`config.mk`:
```
export PLATFORM = sky130hd
export DESIGN_NAME = tsel_probe
export DESIGN_NICKNAME = d
export VERILOG_FILES = /design/src/rtl/tsel_pkg.sv /design/src/rtl/tsel_probe.sv
export SDC_FILE = /design/constraint.sdc
export NUM_CORES = 1
export LEC_CHECK = 0
export BUFFER_PORTS_ARGS = -buffer_cell sky130_fd_sc_hd__buf_2
export CORE_UTILIZATION = 46
export DETAILED_ROUTE_END_ITERATION = 7
export PLACE_DENSITY = 0.88
export SETUP_SLACK_MARGIN = 0.5
export SLEW_MARGIN = 20
export SYNTH_ARGS = -nofsm -noshare
export SYNTH_HDL_FRONTEND = slang
export SYNTH_SLANG_ARGS = --single-unit
```
`constraint.sdc`:
```
create_clock -name vclk -period 3.96
set_clock_uncertainty 0.1 [all_clocks]
set_input_delay 0.198 -clock vclk [all_inputs]
set_output_delay 0.198 -clock vclk [all_outputs]
set_load 0.01 [all_outputs]
```
`src/rtl/tsel_pkg.sv`:
```
`timescale 1ns / 1ps
`default_nettype none

package tsel_pkg;

	localparam logic [1:0] OP_LOOKUP   = 2'd0;
	localparam logic [1:0] OP_WR_INDEX = 2'd1;
	localparam logic [1:0] OP_WR_WORD  = 2'd2;

	localparam int CNT_BITS     = 7;
	localparam int STEP_BITS    = CNT_BITS + 1;
	localparam int SLOT_BITS    = 9;
	localparam int WORDS_PER_BLOCK = 512;
	localparam int OFFSET_BITS  = 30;
	localparam int OFFSET_SHIFT = 12;
	localparam int VALUE_SHIFT  = 30;
	localparam int VALUE_BITS   = 34;
	localparam logic [SLOT_BITS-1:0] FIRST_PROBE = 9'd256;

	typedef struct packed {
		logic [1:0]           operation;
		logic [5:0]           block_number;
		logic [SLOT_BITS-1:0] slot;
		logic [63:0]          word;
	} in_beat_t;

	typedef struct packed {
		logic                  found;
		logic [VALUE_BITS-1:0] start_value;
	} out_beat_t;

	typedef struct packed {
		logic eq;
		logic lt;
	} probe_res_t;

endpackage

`default_nettype wire

```
`src/rtl/tsel_probe.sv`:
```
`timescale 1ns / 1ps
`default_nettype none

module tsel_probe (
	input  wire logic [63:0]       key,
	input  wire logic [63:0]       word,
	input  wire logic [63:0]       base,
	input  wire logic              block_mode,
	output tsel_pkg::probe_res_t   res
);

	logic [63:0] offset;
	logic [63:0] here;

	assign offset = 64'(word[tsel_pkg::OFFSET_BITS-1:0]) << tsel_pkg::OFFSET_SHIFT;
	assign here   = block_mode ? (base + offset) : word;

	assign res.eq = (here == key);
	assign res.lt = (here < key);

endmodule

`default_nettype wire
```
# --- Word level (Yosys, flattened, before mapping) ---
# Index checks and enable logic that the tools add are counted.
totals:
  regBits: 0
  latchBits: 0
  mem_bits_rw: 0
  rom_bits: 0
  in_bits: 193
  wordCells: 4
  memories: 0
classes:
  n_addsub: 1
  multipliers: 0
  div: 0
  order_cmp: 1
  n_eq_ne: 1
  shift: 0
  n_mux: 1
  bitwise: 0
  reduce_logical: 0
ops:
  columns: ["operator", "n"]
  rows:
  - ["$add 64x42->64", 1]
  - ["$eq 64x64->1", 1]
  - ["$lt 64x64->1", 1]
  - ["$mux 64", 1]

# --- Logic depth before layout (Yosys ltp) ---
depth:
  depth_word: 3
  mapped_depth: 20
  ltp_nobuf: 20

# --- Worst setup path before layout ---
# No wires, ideal clock.
synth_path:
  path_kind: "input to output"
  start: "input word[0]"
  end: "output res[1] (netlist name)"
  arrival_time_ns: 3.939
  path_slack_ns: -0.277
  stages: 17
  path_buffers: 0
  cell_sequence: "ha_1 > inv_1 > fa_1 > nand2b_1 > a21oi_2 > o21ai_2 > a211oi_2 > o2111ai_4 > a2111oi_4 > xnor2_1 > a21oi_1 > ha_1 > nand4_1 > nor4_1 > nand4_1 > or3_1 > nor4_1"
synth_lines:
  columns: ["item", "line", "source"]
  rows:
  - ["start, declared", "tsel_probe.sv:6", "input wire logic [63:0] word,"]
  - ["end, declared", "tsel_probe.sv:9", "output tsel_pkg::probe_res_t res"]

==> reports/qor.yml <==
floorplanning:
  start_util_pct: 48.0
  die_area_mm2: 0.0101
  die_w_um: 101
  rows: 35
  io_pins: 195
  die_h_um: 101
  core_area_mm2: 0.00933
power_and_ir_drop:
  p_leak_nw: 3.53
  intPower_uw: 473
  clkPwrFrac_pct: 0
  switching_share_pct: 49.9
  power_switching_uw: 470
  p_comb_share_pct: 100.0
  p_seq_share_pct: 0
  cellPowerDensity_mw_per_mm2: 142
  ir_drop_v: 0.0000573
layout:
  synthToLayoutAreaGrowth_pct: 48.3
  final_cell_count_no_fill: 1053
  stdcell_area_mm2: 0.00664
  fin_util_pct: 71.2
  nets: 1214
  drive_gt1_share_pct: 42.0
  final-seq-area_um2: 0
  fill_cells: 764
  multi_input_area_mm2: 0.00437
  diodes: 0
  seq_cells: 0
  nClkBuffers: 0
detailed_routing:
  wl_met3_um: 1270
  route.antenna.remaining_nets: 0
  wl_per_cell_um: 16.0
  wl_met1_um: 7000
  remaining_drc_errors: 0
  dr_wl_met2_um: 7870
  top_layer: "met5"
  routed_via_density: 5.73
  routed_wl_um: 16900
  drt_iter0_markers: 444
  num_vias: 6030
  first_pass_iters: 5
yosys:
  yosysTopAreaCellShare_pct: 26.2
  ys_seq_area_share_pct: 0
  syn-num-nets: 926
  synth_area_mm2: 0.00448
  ys_warn_count: 0
  avgSynthCellArea_um2: 7.02
  ys_types: 52
  syn_inst: 638
  synth.area.top_cells: "ha_1 (26%), mux2_2 (9.3%), a21oi_1 (8.8%), inv_1 (5.9%), xnor2_1 (4.9%)"
  yosys.area.top_type: "ha_1"
sta:
  holdWs_ns: 0.801
  rsz0062_at_grt: "true"
  layout_setup_ws_ns: -0.612
  min_period_ns: 4.57
  setup_violations: 2
  finalCritPeriodShare_pct: 115
  slew-limit-headroom_pct: 61.3
  worst_pin_slew_ns: 0.581
  clock.fmax_mhz: 219
  slew_violations: 0
  finalHoldViolations: 0
grt:
  grt_pass1_vias: 5786
  grt_pass1_wl_um: 26400
  grt_max_degree: 46
  grt_usage_pct: 32.0
  overflow: 0
  antenna_found_initial: 2
placement:
  post-place-cells: 1037
  port_buffers: 195
  pre_cts_ws_ns: -0.497
  dp_hpwl_um: 14200
  place_congestion: 0.952
  dpl_cell_area_mm2: 0.00643
hold_path:
  whs_path_depth: 5
  whs_endpoint: "res[0]"
  holdCritStartpoint: "key[63]"
  hold_class: "input pin to output pin"
setup_path:
  path_class: "input pin to output pin"
  critPathMaxFanout: 4
  crit_required_ns: 3.66
  cp.arrival_ns: 4.27
  crit_path_start_kind: "input pin"
  end_kind: "output pin"
clock_tree:
  postCtsHoldBufs: 0
run_status:
  status: "finished, violations left"
  violations: "setup timing"
job:
  drv_cap: 0
## routing by layer
metal	global-route usage, %	vias up
li1	-	2902
met1	39.4	2729
met2	57.6	330
met3	3.47	67
met4	10.9	2
met5	0	-
## power groups by stage
stage	Combinational, mW	Clock, mW	Sequential, mW
6_report	0.943	0	0
5_1_grt	1.03	0	0
4_1_cts	0.908	0	0
3_5_place_dp	0.894	0	0
3_3_place_gp	0.867	0	0
2_1_floorplan	0.528	0	0
## cell usage in the layout (no fill, tap or decap), drive strengths merged, types with 2 or more instances in the layout
cell / netlist / layout
and2: 6 / 6
ha: 94 / 94
a21o: 25 / 25
nand4: 26 / 26
nor2: 49 / 49
mux2: 37 / 37
and4: 3 / 3
o211ai: 7 / 7
xor2: 20 / 20
a31oi: 6 / 6
o21bai: 5 / 5
or2: 2 / 2
inv: 71 / 71
o21a: 3 / 3
nor4: 4 / 4
o2111ai: 8 / 8
a211oi: 11 / 11
a21oi: 80 / 80
o21ai: 37 / 37
and3: 10 / 10
nand2: 36 / 36
nor2b: 7 / 7
nor3: 7 / 7
o31ai: 2 / 2
mux2i: 2 / 2
buf: 8 / 307
xnor2: 25 / 25
or3: 3 / 3
nand2b: 7 / 7
nand3: 13 / 13
## worst max-delay path: stages
cell	delay (ns)
buf_8	0.08
ha_4	0.13
inv_2	0.04
fa_2	0.37
nand2b_4	0.17
a21oi_4	0.20
o21ai_4	0.10
a211oi_4	0.29
o2111ai_4	0.21
a2111oi_4	0.41
xnor2_1	0.17
a21oi_1	0.09
ha_1	0.31
nand4_1	0.17
buf_4	0.20
buf_4	0.12
buf_4	0.12
buf_4	0.12
buf_4	0.13
buf_4	0.12
a211oi_1	0.27
nor4_2	0.10
buf_2	0.15
## area by class of cell
class                           count  area share [%]
Multi-Input combinational cell    545            65.7
Inverter                           72            4.07
Timing Repair Buffer              307            27.8
Tap cell                          129            2.43
## logic make-up (layout without fill, tap and decap cells)
group	count (synthesis)	in the layout	synth area share, %
multiplexers	39	39	9.75
AO/OA/AOI/OAI	192	192	27.5
buffers and inverters	93	379	8.01
AND/OR/NAND/NOR	174	174	19.2
XOR/XNOR	45	45	8.80
adder cells (fa/ha/maj)	95	95	26.7
## worst max path at each step
stage | to | startpoint | slack [ns]
after floorplan | res[0] | word[0] | 0.26
after global placement | res[0] | word[0] | -0.35
after detailed placement | res[0] | word[0] | -0.50
after CTS | res[1] | word[0] | -0.46
after global routing | res[0] | word[9] | -0.80
final | res[0] | word[0] | -0.61
## per-stage QoR
step	power (mW)	TNS (ns)
after floorplan	0.528	0
after global routing	1.03	-1.59
after detailed placement	0.894	-0.970
after global placement	0.867	-0.651
final	0.943	-1.22
after CTS	0.908	-0.915
## Yosys cell counts (9+ instances only)
cell type	instances
a211oi_1	9
a21o_1	25
a21oi_1	79
and3_1	10
clkbuf_1	13
ha_1	94
inv_1	71
mux2_2	37
nand2_1	36
nand3_1	13
nand4_1	26
nor2_1	49
o21ai_0	33
xnor2_1	25
xor2_1	20
## timing repair
item	CTS	global route
pin swaps	3	3
setup buffers	11	5
endpoints found under the setup margin	2	2
resized for setup	8	10
No activity file was read; power rests on OpenSTA's default activity.
