[config.mk]
export PLATFORM = sky130hd
export DESIGN_NAME = tsel_ram
export DESIGN_NICKNAME = d
export VERILOG_FILES = /design/src/rtl/tsel_ram.sv
export SDC_FILE = /design/constraint.sdc
export NUM_CORES = 2
export LEC_CHECK = 0
export BUFFER_PORTS_ARGS = -buffer_cell sky130_fd_sc_hd__buf_2
export CORE_ASPECT_RATIO = 1.4
export CORE_MARGIN = 5
export CORE_UTILIZATION = 42
export DETAILED_ROUTE_END_ITERATION = 7
export GPL_ROUTABILITY_DRIVEN = 0
export SYNTH_ARGS = -nofsm -noshare
export SYNTH_HDL_FRONTEND = slang
export SYNTH_SLANG_ARGS = --single-unit
[constraint.sdc]
create_clock -name clk -period 9.2 [get_ports clk]
set_clock_uncertainty 0.15 [all_clocks]
set_input_delay 0.92 -clock clk [delete_from_list [all_inputs] [get_ports clk]]
set_output_delay 0.92 -clock clk [all_outputs]
set_load 0.02 [all_outputs]
[src/rtl/tsel_ram.sv]
`timescale 1ns / 1ps
`default_nettype none

module tsel_ram #(
	parameter int WIDTH = 64,
	parameter int DEPTH = 64,
	localparam int AW = (DEPTH > 1) ? $clog2(DEPTH) : 1
) (
	input  wire logic             clk,
	input  wire logic             we,
	input  wire logic [AW-1:0]    waddr,
	input  wire logic [WIDTH-1:0] wdata,
	input  wire logic [AW-1:0]    raddr,
	output logic      [WIDTH-1:0] rdata
);

	logic [WIDTH-1:0] mem [DEPTH];

	always_ff @(posedge clk) begin
		if (we) begin
			mem[waddr] <= wdata;
		end
		rdata <= mem[raddr];
	end

endmodule

`default_nettype wire

After elaboration in Yosys (flattened, before gate mapping)
Memories as Yosys holds them, arrays and structs flattened. A register that Yosys moved wholly into a read port is not among the register bits. Cells that the tools add are included.

Flip-flop bits (word level): 0. Memory bits (writable): 4096. Output and inout bits: 64. Logic and storage cells: 3. Memories: 1.

Mux-type cells: 2.

Memory list: mem (words 64, width 64, read ports 1, clocked after Yosys merged registers in 1, wr ports 1, RTL line 17) `logic [WIDTH-1:0] mem [DEPTH];`.

Operators with widths (number): two-way mux 1 bit (2).

Logic depth before layout (Yosys ltp)
Depth in word-level cells: 2. Mapped depth: 9. Depth with buffers taken out: 5.

Worst setup path before layout
Ideal clock, no wire load.

Path type: in2reg. From: input waddr[3]. To: memory mem[48][0] (enable). Library setup time: 564 ps. Arrival: 5792 ps. Data required time: 8486 ps. Slack: 2694 ps. Cell stages on the path: 4. Cells stage by stage: clkbuf_1 -> nor2b_1 -> nand4b_1 -> nor3_1.

RTL lines: start: declaration (RTL line 11) `input wire logic [AW-1:0] waddr,`; end: declaration (RTL line 17).

No word-level cell before the write port.

Final worst setup path
From: input waddr[2]. To: memory mem[61][17] (enable).

No word-level cell before the write port.

==> out/summary.txt <==
=====================================================================================
Worst slew margin relative to its limit                                         0.112
PwrDens                                                                   220 nW/um^2
Min-delay worst type                                                     input pin to flip-flop
Maximum level of the CTS H-tree                                                     5
Core Footprint                                                           371,000 um^2
Share of layout cells above drive strength 1                                    0.279
Number of pins with negative max-slew slack in the final report                     0
Number of global-route vias before repair                                      76,100
Post-Syn Area per Cell                                                      23.7 um^2
Launch instance of the worst min-delay path                                 wdata[42]
Ordered list of cells on the worst path                                  buf_2, nor2b_1, nand3_1, nor2_4, buf_4
Min-Delay Endpoint                                                        mem[60][42]
Post_cts resized                                                                    0
Clock buffer count from CTS                                                       373
Number of standard cells in the final layout excluding fillers                 12,200
Initial Util                                                                    0.421
Number of standard-cell rows in the floorplan                                     265
Routed vias                                                                    73,600
Post-synthesis sequential area ratio                                            0.795
Final Hold Viols                                                                    0
Reg2Reg Depth                                                                       4
CP max FO                                                                          42
GRT Overall Usage                                                               0.215
Total I/O pin count                                                               142
Hold-fix buffers at CTS                                                             0
Die Area                                                                 385,000 um^2
Number of DRC violations after detailed-routing iteration 0                     8,038
DRT Wirelength                                                                 421 mm
Die Span X                                                                     526 um
Period Utilization, post-route                                                  0.434
Worst r2r dst                                                               rdata[50]
Area growth from synthesis to layout                                            12.6%
Worst Hold Depth                                                                    2
CP max stage delay                                                            1.27 ns
Drt via density                                                                  6.03
Leak Pwr                                                                      54.2 nW
Synthesized area                                                         156,000 um^2
Register-to-register setup slack                                              6.79 ns
Wire length of the first global-routing pass                                   594 mm
CTS Sinks                                                                       4,160
Data arrival time of the worst path                                           4.38 ns
Final sum of negative setup slack                                                0 ns
Average wire per cell in the routed design                                    34.5 um
DP Wirelength                                                                  233 mm
Number of buffers and inverters on the critical path                                2
Clock-pin slew of the registers on the worst-case setup and hold paths        0.06 ns
Post-Synthesis Net Count                                                        6,676
Clock latency reported for the late side of the worst-skew pair               0.92 ns
Clk root buf                                                             sky130_fd_sc_hd__clkbuf_16
Die height                                                                     732 um
DRC violation count after routing                                                   0
Pin count of the biggest net entering global routing                              101
Total gr overflow                                                                   0
Count of distinct cell types in the synthesized netlist                            33
CTS tree                                                                         done
Setup-violating endpoint count in the final report                                  0
Max rail drop VDD                                                          0.000179 V
Antenna-violating nets left                                                         0
Number of buffers inserted to repair setup after CTS                                0
Post-Synthesis Cells                                                            6,598
Startpoint of the worst-slack reg-to-reg timing path                      mem[59][50]
Number of register bits inferred by synthesis                                   4,160
Count of input and output buffers                                                 141
Setup repair after global routing missed its margin                                no
Worst hold margin                                                            0.491 ns
NumNets Final                                                                   7,029
Max-Cap Viols                                                                       0
Maximum count of clock buffers along a single path                                  4
Pre-Repair DR Iteration Count                                                       7
Total instance count after detailed placement                                  11,500
Result of the run                                                        finished, final reports clean
Cell with the largest stage delay on the worst path                      sky130_fd_sc_hd__nor2_4
Fmax achieved                                                                 250 MHz
Setup Crit Path Kind                                                     input pin to flip-flop
Crit path launch type                                                       input pin
Required time at the worst-slack endpoint                                     9.58 ns
Critical path's top delay family                                         simple AND/OR/NAND/NOR gates
Kind of capture point of the worst setup path                               flip-flop
Number of antenna violations at the first check in global routing                  25
Actual transition at the worst max-transition pin                             1.33 ns
Number of synthesis warnings                                                        0
Tmin final                                                                    3.99 ns
=====================================================================================
## flip-flops by register name, summed over array words and instances, names as in the netlist
| register | cells |
|---|---|
| mem | 4096 |
| rdata | 64 |
## cell type report
type	instances	area (um^2)
Fill cell	30100	195000
Sequential cell	4160	124000
Multi-Input combinational cell	2049	30800
Clock buffer	475	10000
Tap cell	4939	6180
Timing Repair Buffer	348	2490
Clock inverter	201	2160
Inverter	19	71.3
Antenna cell	16	40.0
## per-stage QoR
stage / instance area [um^2] / worst slack (ns) / total power, W / utilization
finish: 176000 / 5.21 / 0.0387 / 0.474
global route: 176000 / 5.14 / 0.0398 / 0.474
CTS: 176000 / 5.19 / 0.0390 / 0.474
detailed placement: 164000 / 4.21 / 0.0233 / 0.441
global placement: 164000 / 4.22 / 0.0233 / 0.441
floorplan: 156000 / 2.69 / 0.0225 / -
## per-layer routing
layer | part of all wire | routed length, um | global-route usage
met3 | 0.068 | 28500 | 0.0305
met1 | 0.38 | 160000 | 0.283
met4 | 0.035 | 14800 | 0.0669
met2 | 0.52 | 217000 | 0.374
met5 | 0.00011 | 48 | 0
## Yosys cell counts
| cell type | instances | area (um^2) |
|---|---|---|
| sky130_fd_sc_hd__nor2_1 | 112 | 420 |
| sky130_fd_sc_hd__inv_1 | 19 | 71.3 |
| sky130_fd_sc_hd__clkbuf_1 | 140 | 526 |
| sky130_fd_sc_hd__or3b_2 | 1 | 8.76 |
| sky130_fd_sc_hd__o221ai_1 | 38 | 333 |
| sky130_fd_sc_hd__nand4b_1 | 1 | 8.76 |
| sky130_fd_sc_hd__nand2_1 | 58 | 218 |
| sky130_fd_sc_hd__buf_1 | 20 | 75.1 |
| sky130_fd_sc_hd__dfxtp_1 | 64 | 1280 |
| sky130_fd_sc_hd__o22ai_1 | 83 | 519 |
| sky130_fd_sc_hd__a31oi_1 | 18 | 113 |
| sky130_fd_sc_hd__and2_1 | 3 | 18.8 |
| sky130_fd_sc_hd__nor3_1 | 2 | 10.0 |
| sky130_fd_sc_hd__edfxtp_1 | 4096 | 123000 |
| sky130_fd_sc_hd__buf_4 | 34 | 255 |
| sky130_fd_sc_hd__nand2b_1 | 11 | 68.8 |
| sky130_fd_sc_hd__nor2b_1 | 28 | 175 |
| sky130_fd_sc_hd__a2bb2oi_1 | 19 | 166 |
| sky130_fd_sc_hd__buf_6 | 6 | 67.6 |
| sky130_fd_sc_hd__nand3b_1 | 2 | 15.0 |
| sky130_fd_sc_hd__and3_1 | 64 | 400 |
| sky130_fd_sc_hd__mux2i_1 | 135 | 1350 |
| sky130_fd_sc_hd__nand3_1 | 45 | 225 |
| sky130_fd_sc_hd__a22o_1 | 88 | 771 |
| sky130_fd_sc_hd__nand4_1 | 2 | 12.5 |
| sky130_fd_sc_hd__a22oi_1 | 168 | 1260 |
| sky130_fd_sc_hd__a31o_1 | 1 | 8.76 |
| sky130_fd_sc_hd__a41oi_1 | 26 | 228 |
| sky130_fd_sc_hd__or2_2 | 28 | 175 |
| sky130_fd_sc_hd__or3_1 | 29 | 181 |
| sky130_fd_sc_hd__a211oi_1 | 63 | 473 |
| sky130_fd_sc_hd__buf_2 | 170 | 851 |
| sky130_fd_sc_hd__mux4_2 | 1024 | 23100 |
## kinds of logic after synthesis
group / synth area share
and+or+nand+nor: 0.0124
muxes: 0.156
buffers and inverters: 0.0118
DFF: 0.795
AOI/OAI and AO/OA: 0.0248
## where the power goes
group | internal, W | switching (W)
Combinational | 0.000643 | 0.00116
Clock | 0.00890 | 0.00688
Sequential | 0.0210 | 0.0000890
## worst max-delay path by stage
| stage | start | slack [ns] | to | cells after the start |
|---|---|---|---|---|
| 6_report | waddr[2] | 5.21 | mem[61][17] | 5 |
| 5_1_grt | raddr[0] | 5.14 | rdata[18] | 8 |
| 4_1_cts | waddr[2] | 5.19 | mem[61][56] | 5 |
| 3_5_place_dp | waddr[2] | 4.21 | mem[61][21] | 5 |
| 3_3_place_gp | waddr[2] | 4.22 | mem[61][21] | 5 |
| 2_1_floorplan | waddr[3] | 2.69 | mem[48][0] | 4 |
## placed cells by master (no fill, tap or decap), drive strengths merged, types with 58 or more instances in the layout
master  netlist  layout
edfxtp     4096    4096
mux4       1024    1024
clkbuf      140     475
buf         230     348
a22oi       168     168
mux2i       135     135
clkinv        0     133
nor2        112     112
a22o         88      88
o22ai        83      83
and3         64      64
dfxtp        64      64
a211oi       63      63
nand2        58      58
Note: power is estimated with default switching activity, not from simulation.
